**config.mk**
```make
export PLATFORM = sky130hd
export DESIGN_NAME = sdsp_engine
export DESIGN_NICKNAME = d
export VERILOG_FILES = /design/src/rtl/sdsp_pkg.sv /design/src/rtl/sdsp_engine.sv
export SDC_FILE = /design/constraint.sdc
export NUM_CORES = 1
export LEC_CHECK = 0
export CORE_ASPECT_RATIO = 1.75
export CORE_MARGIN = 5
export CORE_UTILIZATION = 39
export DETAILED_ROUTE_END_ITERATION = 8
export DONT_BUFFER_PORTS = 1
export GPL_ROUTABILITY_DRIVEN = 0
export SYNTH_ARGS = -nofsm -noshare
export SYNTH_HDL_FRONTEND = slang
export SYNTH_SLANG_ARGS = --single-unit
```
**constraint.sdc**
```tcl
create_clock -name clock -period 10.7 [get_ports clock]
set_clock_uncertainty 0.1 [all_clocks]
set_input_delay 0.535 -clock clock [delete_from_list [all_inputs] [get_ports clock]]
set_output_delay 0.535 -clock clock [all_outputs]
set_load 0.01 [all_outputs]
```
**src/rtl/sdsp_pkg.sv**
```systemverilog
// ----------------------------------------------------------------------------
// sdsp_pkg
// Shared types and constants for the SD card SPI slave.
// ----------------------------------------------------------------------------
package sdsp_pkg;
   localparam int BlockBytes = 512;
   localparam int NumBlocks  = 64;
   localparam int BufAw      = 9;

   localparam logic [1:0] FUNC_BYTE = 2'd0;
   localparam logic [1:0] FUNC_WORD = 2'd1;
   localparam logic [1:0] FUNC_SEL  = 2'd2;
   localparam logic [1:0] FUNC_NONE = 2'd3;

   // command indexes
   localparam logic [5:0] CMD_GO_IDLE     = 6'd0;
   localparam logic [5:0] CMD_SEND_IF     = 6'd8;
   localparam logic [5:0] CMD_READ_BLOCK  = 6'd17;
   localparam logic [5:0] CMD_WRITE_BLOCK = 6'd24;
   localparam logic [5:0] CMD_APP_INIT    = 6'd41;
   localparam logic [5:0] CMD_APP_CMD     = 6'd55;
   localparam logic [5:0] CMD_READ_OCR    = 6'd58;

   typedef struct packed {
      logic             we;
      logic [BufAw-1:0] addr;
      logic [7:0]       data;
   } buf_wr_type;
endpackage

```
**src/rtl/sdsp_engine.sv**
```systemverilog
// ----------------------------------------------------------------------------
// sdsp_engine
// Byte engine: card state machine, one byte exchange or select change per run.
// ----------------------------------------------------------------------------
module sdsp_engine #(
   parameter int NUM_BLOCKS = sdsp_pkg::NumBlocks,
   parameter int ADDR_W     = $clog2(NUM_BLOCKS * sdsp_pkg::BlockBytes)
) (
   input  logic                 clock,
   input  logic                 reset,
   input  logic                 start,
   input  logic                 sel_op,
   input  logic [7:0]           byte_in,
   input  logic                 sel_on,
   input  logic                 disk_present,
   input  logic [7:0]           rd_data,
   input  logic                 copy_busy,
   output logic                 done,
   output logic [7:0]           reply,
   output logic [ADDR_W-1:0]    rd_addr,
   output sdsp_pkg::buf_wr_type buf_wr,
   output logic                 copy_start,
   output logic [ADDR_W-1:0]    copy_base
);
   typedef enum logic [3:0] {
      E_IDLE = 4'b0001, E_READ = 4'b0010, E_EXEC = 4'b0100, E_COPY = 4'b1000
   } eng_type;
   typedef enum logic [5:0] {
      M_IDLE = 6'b000001, M_CMD = 6'b000010, M_RESP = 6'b000100,
      M_TOKEN = 6'b001000, M_RECV = 6'b010000, M_CRC = 6'b100000
   } mode_type;
   typedef enum logic [3:0] {
      K_BYTE = 4'b0001, K_CMD8 = 4'b0010, K_CMD58 = 4'b0100, K_READ = 4'b1000
   } kind_type;

   localparam logic [7:0] TOKEN  = 8'hFE;
   localparam logic [7:0] DRESP  = 8'h05;
   localparam logic [5:0] IDX_WR = sdsp_pkg::CMD_WRITE_BLOCK;
   localparam logic [9:0] RD_LEN = 10'(sdsp_pkg::BlockBytes + 4);

   eng_type    st_ff, st_in;
   mode_type   mode_ff, mode_in;
   kind_type   kind_ff, kind_in;
   logic       sel_ff, sel_in;
   logic [7:0] cmd0_ff, cmd0_in;
   logic [31:0] arg_ff, arg_in;
   logic [2:0] cnt_ff, cnt_in;
   logic [7:0] rval_ff, rval_in;
   logic [9:0] rlen_ff, rlen_in;
   logic [9:0] pos_ff, pos_in;
   logic       rdok_ff, rdok_in;
   logic [9:0] rcv_ff, rcv_in;
   logic [31:0] wblk_ff, wblk_in;
   logic [7:0] reply_ff, reply_in;
   logic [7:0] byte_ff;
   logic       selop_ff, on_ff;
   logic [7:0] rbyte;
   logic       cp_go;

   always_comb begin
      case (kind_ff)
         K_BYTE: rbyte = rval_ff;
         K_CMD8: begin
            case (pos_ff)
               10'd0, 10'd3: rbyte = 8'h01;
               10'd1, 10'd2: rbyte = 8'h00;
               default:      rbyte = arg_ff[7:0];
            endcase
         end
         K_CMD58: begin
            case (pos_ff)
               10'd1:   rbyte = 8'hC0;
               10'd2:   rbyte = 8'hFF;
               10'd3:   rbyte = 8'h80;
               default: rbyte = 8'h00;
            endcase
         end
         K_READ: begin
            if (pos_ff == 10'd0)         rbyte = 8'h00;
            else if (pos_ff == 10'd1)    rbyte = TOKEN;
            else if (pos_ff >= RD_LEN - 10'd2) rbyte = 8'hFF;
            else                         rbyte = rdok_ff ? rd_data : 8'h00;
         end
         default: rbyte = 8'hFF;
      endcase
   end

   assign rd_addr   = ADDR_W'({arg_ff, 9'(pos_ff - 10'd2)});
   assign copy_base = ADDR_W'({wblk_ff, 9'd0});

   always_comb begin
      st_in = st_ff; mode_in = mode_ff; kind_in = kind_ff; sel_in = sel_ff;
      cmd0_in = cmd0_ff; arg_in = arg_ff; cnt_in = cnt_ff; rval_in = rval_ff;
      rlen_in = rlen_ff; pos_in = pos_ff; rdok_in = rdok_ff; rcv_in = rcv_ff;
      wblk_in = wblk_ff; reply_in = reply_ff;
      buf_wr = '0; cp_go = 1'b0; done = 1'b0;
      case (st_ff)
         E_IDLE: if (start) st_in = E_READ;
         E_READ: st_in = E_EXEC;
         E_EXEC: begin
            reply_in = 8'hFF;
            if (selop_ff) begin
               reply_in = 8'h00;
               if (!on_ff && sel_ff && mode_ff == M_CMD) begin
                  cnt_in  = '0;
                  mode_in = M_IDLE;
               end
               sel_in = on_ff;
            end else if (sel_ff) begin
               case (mode_ff)
                  M_CMD: begin
                     case (cnt_ff)
                        3'd0:    cmd0_in = byte_ff;
                        3'd1:    arg_in[31:24] = byte_ff;
                        3'd2:    arg_in[23:16] = byte_ff;
                        3'd3:    arg_in[15:8]  = byte_ff;
                        3'd4:    arg_in[7:0]   = byte_ff;
                        default: ;
                     endcase
                     cnt_in = cnt_ff + 3'd1;
                     if (cnt_ff >= 3'd5) begin
                        cnt_in  = '0;
                        pos_in  = '0;
                        mode_in = M_RESP;
                        kind_in = K_BYTE;
                        rval_in = 8'h00;
                        rlen_in = 10'd1;
                        case (cmd0_ff[5:0])
                           sdsp_pkg::CMD_GO_IDLE: rval_in = 8'h01;
                           sdsp_pkg::CMD_SEND_IF: begin
                              kind_in = K_CMD8;
                              rlen_in = 10'd5;
                           end
                           sdsp_pkg::CMD_READ_OCR: begin
                              kind_in = K_CMD58;
                              rlen_in = 10'd5;
                           end
                           sdsp_pkg::CMD_READ_BLOCK: begin
                              kind_in = K_READ;
                              rlen_in = RD_LEN;
                              rdok_in = disk_present && arg_ff < 32'(NUM_BLOCKS);
                           end
                           IDX_WR: wblk_in = arg_ff;
                           default: ;
                        endcase
                     end
                  end
                  M_RESP: begin
                     if (pos_ff < rlen_ff) begin
                        reply_in = rbyte;
                        pos_in   = pos_ff + 10'd1;
                     end
                     if (pos_in >= rlen_ff) begin
                        rlen_in = '0;
                        pos_in  = '0;
                        mode_in = (cmd0_ff[5:0] == IDX_WR) ? M_TOKEN : M_IDLE;
                     end
                  end
                  M_TOKEN: begin
                     if (byte_ff == TOKEN) begin
                        rcv_in  = '0;
                        mode_in = M_RECV;
                     end
                  end
                  M_RECV: begin
                     buf_wr.we   = 1'b1;
                     buf_wr.addr = rcv_ff[8:0];
                     buf_wr.data = byte_ff;
                     rcv_in = rcv_ff + 10'd1;
                     if (rcv_in >= 10'(sdsp_pkg::BlockBytes)) begin
                        cp_go   = disk_present && wblk_ff < 32'(NUM_BLOCKS);
                        rcv_in  = '0;
                        mode_in = M_CRC;
                     end
                  end
                  M_CRC: begin
                     rcv_in = rcv_ff + 10'd1;
                     if (rcv_in >= 10'd2) begin
                        kind_in = K_BYTE;
                        rval_in = DRESP;
                        rlen_in = 10'd1;
                        pos_in  = '0;
                        rcv_in  = '0;
                        mode_in = M_RESP;
                        cmd0_in = 8'h00;
                     end
                  end
                  default: begin
                     mode_in = M_IDLE;
                     if (byte_ff[7:6] == 2'b01) begin
                        cmd0_in = byte_ff;
                        cnt_in  = 3'd1;
                        mode_in = M_CMD;
                     end
                  end
               endcase
            end
            if (cp_go) begin
               st_in = E_COPY;
            end else begin
               st_in = E_IDLE;
               done  = 1'b1;
            end
         end
         E_COPY: begin
            if (!copy_busy) begin
               st_in = E_IDLE;
               done  = 1'b1;
            end
         end
         default: st_in = E_IDLE;
      endcase
   end

   assign copy_start = cp_go;
   assign reply      = (st_ff == E_EXEC) ? reply_in : reply_ff;

   always_ff @(posedge clock) begin
      if (reset) begin
         st_ff   <= E_IDLE;
         mode_ff <= M_IDLE;
         kind_ff <= K_BYTE;
         sel_ff  <= 1'b0;
         cmd0_ff <= '0;
         arg_ff  <= '0;
         cnt_ff  <= '0;
         rlen_ff <= '0;
         pos_ff  <= '0;
         rdok_ff <= 1'b0;
         rcv_ff  <= '0;
         wblk_ff <= '0;
      end else begin
         st_ff   <= st_in;
         mode_ff <= mode_in;
         kind_ff <= kind_in;
         sel_ff  <= sel_in;
         cmd0_ff <= cmd0_in;
         arg_ff  <= arg_in;
         cnt_ff  <= cnt_in;
         rlen_ff <= rlen_in;
         pos_ff  <= pos_in;
         rdok_ff <= rdok_in;
         rcv_ff  <= rcv_in;
         wblk_ff <= wblk_in;
      end
   end

   always_ff @(posedge clock) begin
      rval_ff  <= rval_in;
      reply_ff <= reply_in;
      if (start && st_ff == E_IDLE) begin
         byte_ff  <= byte_in;
         selop_ff <= sel_op;
         on_ff    <= sel_on;
      end
   end
endmodule

```
* After elaboration in Yosys (flattened, before gate mapping)
Index checks and enable logic that the tools add are counted.
Widths: inputs -> output; s select.
** Word-level totals
- Output and inout port bits :: 58
- Input bits :: 23
- Flip-flop bits (word level) :: 145
- Logic and storage cells :: 186
** Operators by class
- Bitwise logic cells :: 2
- Order comparisons :: 8
- $add $sub $neg :: 4
- Reductions and logical operators :: 35
- Muxes and demuxes :: 77
- Eq/ne operators :: 40
** Operator list (number)
- $mux 10 :: 14
- $mux 8 :: 12
- $pmux 10 s3 :: 3
- $mux 18 :: 4
- $mux 6 :: 11
- $lt 32x7->1 const B :: 2
- $pmux 8 s2 :: 2
- $pmux 8 s4 :: 1
- $pmux 6 s5 :: 1
- $reduce_and 5->1 :: 6
- $mux 4 :: 6
- $pmux 8 s3 :: 1
- $reduce_and 6->1 :: 4
- $add 10x1->10 const B :: 2
- $eq 10x2->1 const B :: 2
- $ge 10x10->1 const B :: 2
- $pmux 10 s2 :: 1
- $eq 6x5->1 const B :: 3
- $pmux 6 s3 :: 1
- $pmux 4 s4 :: 1
- $mux 3 :: 5
- $reduce_and 7->1 :: 2
- $eq 6x4->1 const B :: 2
- $eq 6x6->1 const B :: 2
- 41 further kinds :: 76

* Longest topological paths before layout
- Depth in word-level cells :: 11
- Mapped depth :: 14
- Mapped depth without buffers :: 13

* Worst setup path after synthesis
No wires, ideal clock.
- Path type :: register to register
- From :: reg pos_ff[6]
- To :: reg pos_ff[1]
- Arrival :: 3392 ps
- Library setup time :: 66 ps
- Cell stages (with the launch flop) :: 14
- Setup slack :: 7142 ps
- Required time :: 10534 ps
- Cell sequence :: dfxtp_1 buf_2 or3_4 o31a_1 nor2_1 nand2_1 xnor2_1 ha_1 a2111o_1 o41a_1 or4_4 a21o_1 buf_6 a21oi_2
** Between the ends
- Longest elaborated chain between the ends :: 9
- Elaborated cells between the ends (all ways) :: 10
- Those cells by class :: add/sub (1); order compare (2); mux (7)
** Ends and longest elaborated chain
- start, declared :: line sdsp_engine.sv:50 : logic [9:0] pos_ff, pos_in;
- start signal, assigned :: line sdsp_engine.sv:241 : pos_ff <= pos_in;
- $add 10x1->10 / $lt 10x10->1 (equally long branches) :: line sdsp_engine.sv:151, sdsp_engine.sv:149
- $mux 10 * :: line sdsp_engine.sv:149 : if (pos_ff < rlen_ff) begin
- $mux 10 * :: line sdsp_engine.sv:110 : case (mode_ff)
- $mux 10 * :: line sdsp_engine.sv:109 : end else if (sel_ff) begin
- $mux 10 * :: line sdsp_engine.sv:102 : if (selop_ff) begin
- $mux 10 * :: line sdsp_engine.sv:97 : case (st_ff)
- $ge 10x10->1 :: line sdsp_engine.sv:153 : if (pos_in >= rlen_ff) begin
- $mux 10 * :: line sdsp_engine.sv:153
- $pmux 10 s3 * :: line sdsp_engine.sv:110
Every way passes the cells marked *; elsewhere a longest branch is shown, timed or not. The select of a mux whose other input is x is not followed.
A chain may end at the register's enable or synchronous reset.

* Worst setup path after layout
- From :: reg pos_ff[0]
- To :: reg rlen_ff[0]
** Between the ends
- Longest elaborated chain between the ends :: 9
- Elaborated cells between the ends (all ways) :: 10
- Those cells by class :: add/sub (1); order compare (2); eq/ne (1); mux (5); reduce/logical (1)
** Ends and longest elaborated chain
- $add 10x1->10 / $lt 10x10->1 (equally long branches) :: line sdsp_engine.sv:151, sdsp_engine.sv:149
- $mux 10 * :: line sdsp_engine.sv:149
- $mux 10 * :: line sdsp_engine.sv:110
- $mux 10 * :: line sdsp_engine.sv:109
- $mux 10 * :: line sdsp_engine.sv:102
- $mux 10 * :: line sdsp_engine.sv:97
- $ge 10x10->1 * :: line sdsp_engine.sv:153
- $ne 2x2->1 (no line) *
- $reduce_and 7->1 (no line) *
- end signal, assigned :: line sdsp_engine.sv:240 : rlen_ff <= rlen_in;
- end, declared :: line sdsp_engine.sv:49 : logic [9:0] rlen_ff, rlen_in;
Marks and branches as above.

==> out/results.txt <==
outcome - finished, final reports clean
Post-CTS Hold Fix Bufs - 0
antenna-violating nets left - 0
CP Cell Sequence - or3b_2 > a31o_2 > nor2_1 > nand2_1 > xnor2_1 > ha_1 > a2111o_1 > o41a_1 > or4_4 > a21o_1 > o22ai_1
dpl cells - 977
DRT Pass-1 Iters - 4
vias in the first global route - 5272
per-cell routed wire length - 17.41 µm
top cell type's share of synthesized area - 35.65%
TritonCTS buffer count - 17
largest net degree at the start of global routing - 99
Post-CTS Setup Bufs - 0
# IOs - 81
worst setup path category - flop to flop
Final Core Density - 43.71%
initial antenna violation count - 0
Core Footprint - 16950 µm²
combinational share of power - 2.8%
Internal - 921.7 µW
Net Sw Frac - 22.94%
Initial Util - 39.76%
WL met1 - 6399 µm
post_cts resized - 0
Slew Limit Fails - 0
DR WL met2 - 9832 µm
DRC viols - 0
first-pass GRT wire length - 27800 µm
share of layout cells above drive strength 1 - 7.928%
Final Hold Vio Count - 0
Area contributors post-synth - dfxtp_1 36%, nand2_1 6.4%, mux2i_1 6.4%, edfxtp_1 5.3%, a21oi_1 4.7%
ANT cells - 0
GRT Util Overall - 17.78%
VDD IR max - 0.09461 mV
die area - 20110 µm²
die span in y - 183.9 µm
crit path DAT - 4280 ps
clock buffer depth - 2
Yosys reg bits - 132
DR top layer - met4
clock tree root buffer cell - clkbuf_16
CTS H-tree depth - 4
DPL Wire Length - 12840 µm
ys async rst share - 0%
Setup crit start kind - flop
MaxCap Viol Count - 0
max_slew headroom - 18.19%
Distinct cells, synth - 65
commonest cells after routing, fill and taps aside - 120 x dfxtp_1, 115 x nand2_1, 80 x nor2_1
CP Max Fanout - 13
largest area contributor in the netlist - dfxtp_1
Finished Layout Cells - 1009
area delta synth->final - 9.933%
Clock power frac - 52.8%
most used flip-flop cell after synthesis - dfxtp_1
endpoints failing setup - 0
Synth Cell Area - 6739 µm²
grt total ovfl - 0
Port-buffer cells - 0
Hold Crit Class - input pin to flop
RSZ-0062 raised after global routing - false
row cnt - 63
YS warnings - 0
Worst Setup End Kind - flop
total number of vias - 5469
Leakage - 0.002599 µW
max incr delay on CP - 550 ps
Initial DRC Count - 264
vias per inst - 5.420
Die X - 109.4 µm
sequential share of power - 44.5%
fillers - 1739
post-synthesis sequential area ratio - 41.00%
clock sinks - 132
most common cell after layout, fill and taps aside - dfxtp_1
PwrDens - 161.4 nW/µm²
synthesized area per cell - 8.413 µm²
met3 WL - 580 µm
Tcrit/Tclk final - 37.69%
Critical-path top delay cell - or4_4
CTS tree - built
gate count after technology mapping - 801
setup TNS - 0 ps
Reg clk slew, reported paths - 60 ps
Slew @ Worst Pin - 1224 ps
clk_lat worst skew - 430 ps
Post-Route WL - 17570 µm
number of synthesized flops with an enable pin - 12
fmax - 247.9 MHz
Final min period - 4033 ps
Psw - 274.4 µW
Critical Path RT - 10950 ps
nets@finish - 810
sequential cells by signal, indices dropped and copies added, names as in the netlist:
signal,count
rval_ff,2
pos_ff,10
kind_ff,4
cmd0_ff,6
rcv_ff,10
byte_ff,8
wblk_ff,32
reply_ff,8
st_ff,4
rdok_ff,1
mode_ff,6
selop_ff,1
on_ff,1
cnt_ff,3
arg_ff,32
sel_ff,1
rlen_ff,3
routing by layer:
metal / up-vias / track usage, %
li1: 2726 / -
met1: 2577 / 17.54
met2: 121 / 33.69
met3: 45 / 3.480
met4: 0 / 9.636
met5: - / 0
area by class of cell:
type                       instances  area (µm²)  area share (%)
sequential                       132        2763           37.29
timing repair buffer               6       45.04          0.6080
inverter                          18       67.56          0.9120
clock inverter                    12       165.2           2.229
multi-input combinational        594        3606           48.67
clock buffer                      20       478.0           6.452
tap                              227       284.0           3.834
power groups by stage:
stage                     clock, µW  combinational (µW)  sequential, µW
final                           631                33.1             532
after global placement            0                33.2             543
after global routing            662                36.3             534
after detailed placement          0                33.4             543
after floorplan                   0                37.1             531
after CTS                       641                33.4             532
metrics by stage:
stage	setup slack, ps	area (µm²)	power (µW)	hold slack [ps]
finish	6667	7408	1196	83.11
global placement	6771	6765	575.8	339.5
floorplan	7142	6769	568.2	336.0
CTS	6675	7408	1207	70.69
global route	6513	7408	1232	76.42
detailed placement	6696	6765	576.2	343.5
final timing paths:
| path | startpoint | end | slack (ps) | cells after the start |
|---|---|---|---|---|
| max | pos_ff[0] | rlen_ff[0] | 6670 | 11 |
| min | reset | rcv_ff[8] | 80 | 1 |
| max reg2reg | pos_ff[0] | rlen_ff[0] | 6670 | 11 |
| min reg2reg | wblk_ff[28] | wblk_ff[28] | 350 | 2 |
worst max-delay path: cells and delay by family, from the launching register on:
kind	cells	cell delay, ps
AND/OR/NAND/NOR	4	1570
flip-flops	1	440
AO/OA/AOI/OAI	5	1500
adder cells (fa/ha/maj)	1	200
XOR/XNOR	1	150
cell families after synthesis:
kind of cell	synth area share [%]
mux	6.554
buf+inv	6.183
simple gates	27.11
flops	41.00
compound gates	12.25
other cells	0.05565
fa+ha+maj	3.342
xor+xnor	3.509
synth_stat cells (3+ instances only):
cell type	n
and4b_1	7
nand2b_1	12
mux2i_1	43
and2_1	19
a21oi_1	63
clkbuf_1	30
nor4b_1	5
nor3_1	17
a211oi_1	7
nand4b_1	6
dfxtp_1	120
xnor2_1	16
nor3b_1	6
a22oi_1	3
or3b_2	7
nand4_1	12
or2_2	3
ha_1	18
xor2_1	11
a31oi_1	11
buf_2	12
edfxtp_1	12
nand3b_1	4
o22ai_1	3
and4_1	3
inv_1	17
nor2b_1	4
nand3_1	24
nand2_1	115
buf_4	22
o21ai_0	23
nor2_1	80
and3_1	4
nor4_1	17
or3_1	7
No activity file was read; power rests on OpenSTA's default activity.
